**src/hw/rtl/i2r_pkg.sv**
```systemverilog
// Shared types, codes and constants for the I420 to RGB converter.
package i2r_pkg;

    // Default geometry limits of the frame store
    localparam int DEF_MAX_WIDTH  = 1024;
    localparam int DEF_MAX_HEIGHT = 512;

    // Input command codes
    localparam logic CMD_LOAD = 1'b0;
    localparam logic CMD_PULL = 1'b1;

    // Configuration register indexes
    localparam logic [1:0] REG_HALF_WIDTH  = 2'd0;
    localparam logic [1:0] REG_HALF_HEIGHT = 2'd1;
    localparam logic [1:0] REG_FLIP_ROWS   = 2'd2;

    // Configuration field widths and reset values
    localparam int CFG_DATA_W = 10;
    localparam int HALF_WIDTH_W  = 10;
    localparam int HALF_HEIGHT_W = 9;
    localparam logic [HALF_WIDTH_W-1:0]  RST_HALF_WIDTH  = 10'd320;
    localparam logic [HALF_HEIGHT_W-1:0] RST_HALF_HEIGHT = 9'd180;
    localparam logic                     RST_FLIP_ROWS   = 1'b1;

    // BT.601 limited-range coefficients (8 fractional bits)
    localparam int PROD_W = 20;
    localparam logic signed [PROD_W-1:0] K_Y        = 20'sd298;
    localparam logic signed [PROD_W-1:0] K_R_CR     = 20'sd409;
    localparam logic signed [PROD_W-1:0] K_G_CB     = 20'sd100;
    localparam logic signed [PROD_W-1:0] K_G_CR     = 20'sd208;
    localparam logic signed [PROD_W-1:0] K_B_CB     = 20'sd516;
    localparam logic signed [PROD_W-1:0] ROUND_BIAS = 20'sd128;
    localparam logic signed [PROD_W-1:0] LUMA_OFS   = 20'sd16;
    localparam logic signed [PROD_W-1:0] CHROMA_OFS = 20'sd128;

    // Plane being filled during a frame load
    typedef enum logic [1:0] {
        PLANE_Y,
        PLANE_CB,
        PLANE_CR
    } i2r_plane_t;

    // Controller states
    typedef enum logic [1:0] {
        S_IDLE,
        S_MUL,
        S_EMIT
    } i2r_state_t;

    // Commands from controller to datapath
    typedef struct packed {
        logic load_we;
        logic pull_start;
        logic mul_en;
        logic emit;
    } i2r_cmd_t;

    // Status from datapath to controller
    typedef struct packed {
        logic frame_loaded;
    } i2r_status_t;

endpackage

```
**src/hw/rtl/i2r_ctrl.sv**
```systemverilog
// Controller state machine: input and output handshakes, datapath sequencing.
module i2r_ctrl
    import i2r_pkg::*;
(
    input  logic        clk,
    input  logic        rst_n,
    input  logic        in_valid,
    input  logic        command,
    input  logic        out_ready,
    input  i2r_status_t status,
    output logic        in_ready,
    output logic        out_valid,
    output i2r_cmd_t    cmd
);

    i2r_state_t state_reg;
    i2r_state_t state_next;
    logic       out_valid_reg;
    logic       out_valid_next;
    logic       out_free;
    logic       in_beat;

    assign out_free = !out_valid_reg || out_ready;
    assign in_beat  = (state_reg == S_IDLE) && in_valid;

    // Next state
    always_comb
    begin
        state_next = state_reg;
        unique case (state_reg)
            S_IDLE:
            begin
                if (in_beat && command == CMD_PULL)
                begin
                    state_next = status.frame_loaded ? S_MUL : S_EMIT;
                end
            end
            S_MUL:
            begin
                state_next = S_EMIT;
            end
            S_EMIT:
            begin
                if (out_free)
                begin
                    state_next = S_IDLE;
                end
            end
            default:
            begin
                state_next = S_IDLE;
            end
        endcase
    end

    // Outputs and commands
    always_comb
    begin
        in_ready       = (state_reg == S_IDLE);
        cmd.load_we    = in_beat && (command == CMD_LOAD);
        cmd.pull_start = in_beat && (command == CMD_PULL);
        cmd.mul_en     = (state_reg == S_MUL);
        cmd.emit       = (state_reg == S_EMIT) && out_free;
        if (cmd.emit)
        begin
            out_valid_next = 1'b1;
        end
        else if (out_ready)
        begin
            out_valid_next = 1'b0;
        end
        else
        begin
            out_valid_next = out_valid_reg;
        end
    end

    assign out_valid = out_valid_reg;

    // State and output valid registers
    always_ff @(posedge clk or negedge rst_n)
    begin
        if (!rst_n)
        begin
            state_reg     <= S_IDLE;
            out_valid_reg <= 1'b0;
        end
        else
        begin
            state_reg     <= state_next;
            out_valid_reg <= out_valid_next;
        end
    end

endmodule

```
**config.mk**
```make
export PLATFORM = sky130hd
export DESIGN_NAME = i2r_ctrl
export DESIGN_NICKNAME = d
export VERILOG_FILES = /design/src/hw/rtl/i2r_pkg.sv /design/src/hw/rtl/i2r_ctrl.sv
export SDC_FILE = /design/constraint.sdc
export NUM_CORES = 1
export LEC_CHECK = 0
export ABC_AREA = 1
export BUFFER_PORTS_ARGS = -buffer_cell sky130_fd_sc_hd__buf_4
export CAP_MARGIN = 20
export CORE_AREA = 5 5 42 44
export DETAILED_ROUTE_END_ITERATION = 8
export DIE_AREA = 0 0 47 49
export PLACE_DENSITY = 0.38
export SYNTH_ARGS = -nofsm -noshare
export SYNTH_HDL_FRONTEND = slang
export SYNTH_SLANG_ARGS = --single-unit
```
**constraint.sdc**
```tcl
create_clock -name clk -period 1.1 [get_ports clk]
set_input_delay 0.11 -clock clk [delete_from_list [all_inputs] [get_ports clk]]
set_output_delay 0.11 -clock clk [all_outputs]
set_load 0.02 [all_outputs]
```
== After elaboration in Yosys (flattened, before gate mapping) ==
Cells that the tools add are included.
W data, S select, Z words.
Word-level totals
  latch bits: 0
  memory bits (read-only): 0
  register bits after elaboration: 3
  input port bits: 6
  memory bits (writable): 0
  memories kept: 0
  logic and storage cells: 22
Cells by class
  reductions and logical operators: 9
  order comparisons: 0
  muxes and demuxes: 6
  shifts and indexed selects: 0
  multipliers: 0
  bitwise operators: 1
  add/sub/neg operators: 0
  divide/modulo/power cells: 0
  equality and inequality tests: 4
Operator list (number)
  $mux W2: 3
  $pmux W2 S3: 1
  $logic_and A1 B1 Y1: 4
  $eq A2 B1 Y1 const B: 1
  $eq A2 B2 Y1 const B: 1
  $logic_not A2 Y1: 1
  $mux W1: 2
  $ne A2 B1 Y1 const B: 1
  $ne A2 B2 Y1 const B: 1
  $reduce_and A2 Y1: 1
  $reduce_bool A2 Y1: 1
  $logic_not A1 Y1: 1
  $logic_or A1 B1 Y1: 1
  $not A1 Y1: 1

== Longest topological paths before layout ==
  depth after elaboration: 5
  mapped depth: 4
  mapped depth without buffers: 4

== Least setup slack after synthesis ==
Ideal clock, no wire load.
  kind: flip-flop to output port
  start: register state_reg[1]
  end: output cmd[2] in the netlist's numbering
  data arrival time: 1089 ps
  stages on the path, launching flop included: 4
  setup slack: -99 ps
  path buffers: 0
  required time: 990 ps
  cell sequence: dfrtp_1 > nor2_2 > nand2_1 > nor2_1
RTL lines
  start: declaration: line i2r_ctrl.sv:16  | i2r_state_t state_reg;
  start signal: assignment: line i2r_ctrl.sv:90  | state_reg <= state_next;
  end: declaration: line i2r_ctrl.sv:13  | output i2r_cmd_t cmd

==> metrics.cfg <==
[status]
status = complete, but fails checks
violations = negative setup slack

[placement]
placed_cells = 50
place_hpwl_um = 376
port_buffers = 11
gp_congestion = 0.5780
place_ws_ps = 94.01

[cells_and_area]
final_util = 0.2607
fill_cells = 169
register_area_sq_um = 76.32
layout-drive-gt1-share = 0.6136
area_growth_pct = 113.1
num_antenna_cells = 0
multiInputGateArea_sq_um = 86.33
largest_reg_flops = 2
nets = 51
fin_cells = 60

[floorplan]
start_util = 0.1223
die_y_um = 49
ios = 12
die_w_um = 47
rows = 14
core-area_sq_mm = 0.001401
fp.dieArea_sq_mm = 0.002303

[drt]
postRouteAntennaNets = 0
drt_wl_total_um = 506
routedWlPerCell_um = 8.433
drc = 0
dr.first_iter.drc_count = 1
vias = 205
via_per_inst = 3.417
drt-pass1-iter-count = 2

[cts]
insertion_delay_ps = 230
clock-sinks = 3
tritoncts = done
cts-root-buf = clkbuf_4
cts_inserted_buffers = 3
cts_buffer_depth = 2
htreeDepth = 1
cts.reportedPaths.clkPinSlew_ps = 40

[grt]
antenna_found_initial = 0
grt_overflow = 0
grt_max_degree = 5
grt.total_usage = 0.05430
grt_pass1_wl_um = 862
grt_pass1_vias = 238

[synth]
synth.avg_cell_area_sq_um = 7.142
ys_warn_count = 0
yosysTopAreaCell = dfrtp_1
synth_area_leaders = dfrtp_1 (44%), inv_1 (11%), nor2_1 (11%)
synth.cell_area_sq_um = 171.4
synth_cells = 24
yosysTopAreaCellShare = 0.4380
synth-seq-cells = 3
seq_area_frac_synth = 0.4380
ys_types = 10
syn_nets = 30

[critical_path]
worst-path-max-fanout = 3
reg2reg_slack_ps = 110
crit_path_start_kind = register
r2r-end = state_reg[1]
critPathRequiredTime_ps = 990
critPathCaptureType = output pin
worstRegToRegCells = 6
critPathArrivalTime_ps = 1060
regToRegStartpoint = state_reg[0]
crit_type = reg -> out

[worst_hold_path]
hold_start = out_ready
whs_path_depth = 2
hold_end = out_valid
hp-class = in -> reg

[timing]
slew_headroom = 0.8908
drv_slew = 0
period_needed_ps = 1170
finClkSkew_ps = 0.4323
worst_slack_ps = -69.76
fin_crit_sh = 1.063
tightest_slew_ps = 162.1
setup_viol = 3
fmax_ghz = 0.8549
timing.hold.ws_ps = 95.40
rsz0062_at_grt = true
finalHoldViolations = 0

[pwr]
p_leak_nw = 0.1934
vdd_drop_max_v = 0.0004099
power_density_mw_per_mm2 = 1727

[run]
maxCapViolations = 0

[Yosys cell counts]
library cell / count
dfrtp_1: 3
nor2_2: 1
nor3_2: 1
a21oi_1: 1
nand3_1: 1
o21ai_0: 2
buf_4: 1
inv_1: 5
nor2_1: 5
nand2_1: 4
[metal layers]
metal	vias up	global-route usage	share of wire	routed length [um]
met1	90	0.05298	0.33	167
met2	4	0.07919	0.59	297
met3	0	0.02214	0.079	40
met4	0	0.05530	0	0
met5	-	0	0	0
li1	111	-	-	-
[how the worst max path moves through the flow]
stage                     slack, ps     end         start
after global placement           90  cmd[2]  state_reg[1]
after detailed placement         90  cmd[2]  state_reg[1]
after floorplan                  50  cmd[2]  state_reg[1]
after CTS                       -80  cmd[3]  state_reg[0]
final                           -70  cmd[3]  state_reg[0]
after global routing           -130  cmd[2]  state_reg[0]
[per-stage QoR]
stage	cell area, sq um	TNS, ps	total power (W)
after floorplan	181.4	0	0.0002954
after global placement	276.5	0	0.0003811
after detailed placement	276.5	0	0.0003819
after CTS	361.6	-201.3	0.0006443
after global routing	365.4	-396.1	0.0006816
final	365.4	-144.0	0.0006309
[cell type report]
class                   count  share of cell area
repair buffers             17              0.3767
inverters                   5             0.05137
well taps                  16             0.05479
flip-flops and latches      3              0.2089
multi-input cells          15              0.2363
clock buffers               4             0.07192
[timing repair]
action / 4_1_cts / 5_1_grt
hold endpoints to repair: 3 / 0
pin swaps: 1 / 0
endpoints found under the setup margin: 3 / 5
resized for setup: 5 / 1
setup buffers: 5 / 0
hold buffers: 1 / 0
[cell usage in the layout, fill, tap and decap left out, types with 2 or more instances in the layout]
master,instances
buf_4,14
inv_1,4
nor2_1,3
nand2_1,3
clkbuf_4,3
nor2_2,2
o21ai_0,2
dfrtp_1,2
buf_6,2
[worst max-delay path: stages, from the launching register on]
cell and delay [ps]:
dfrtp_1 400, nor2_4 130, nand2_2 80, nor2_2 100, buf_6 120
[kinds of logic (layout without fill, tap and decap cells)]
group	after synthesis	after routing	share of synthesized area
buf+inv	6	26	0.1533
compound gates	3	3	0.08757
flops	3	3	0.4379
simple gates	12	12	0.3212
[where the power goes]
group	switching (W)	total (W)	internal (W)
sequential	0.0000222	0.000159	0.000137
combinational	0.000143	0.000283	0.000140
clock	0.0000526	0.000188	0.000136
total	0.000218	0.000631	0.000413
(Power assumes the default switching activity.)
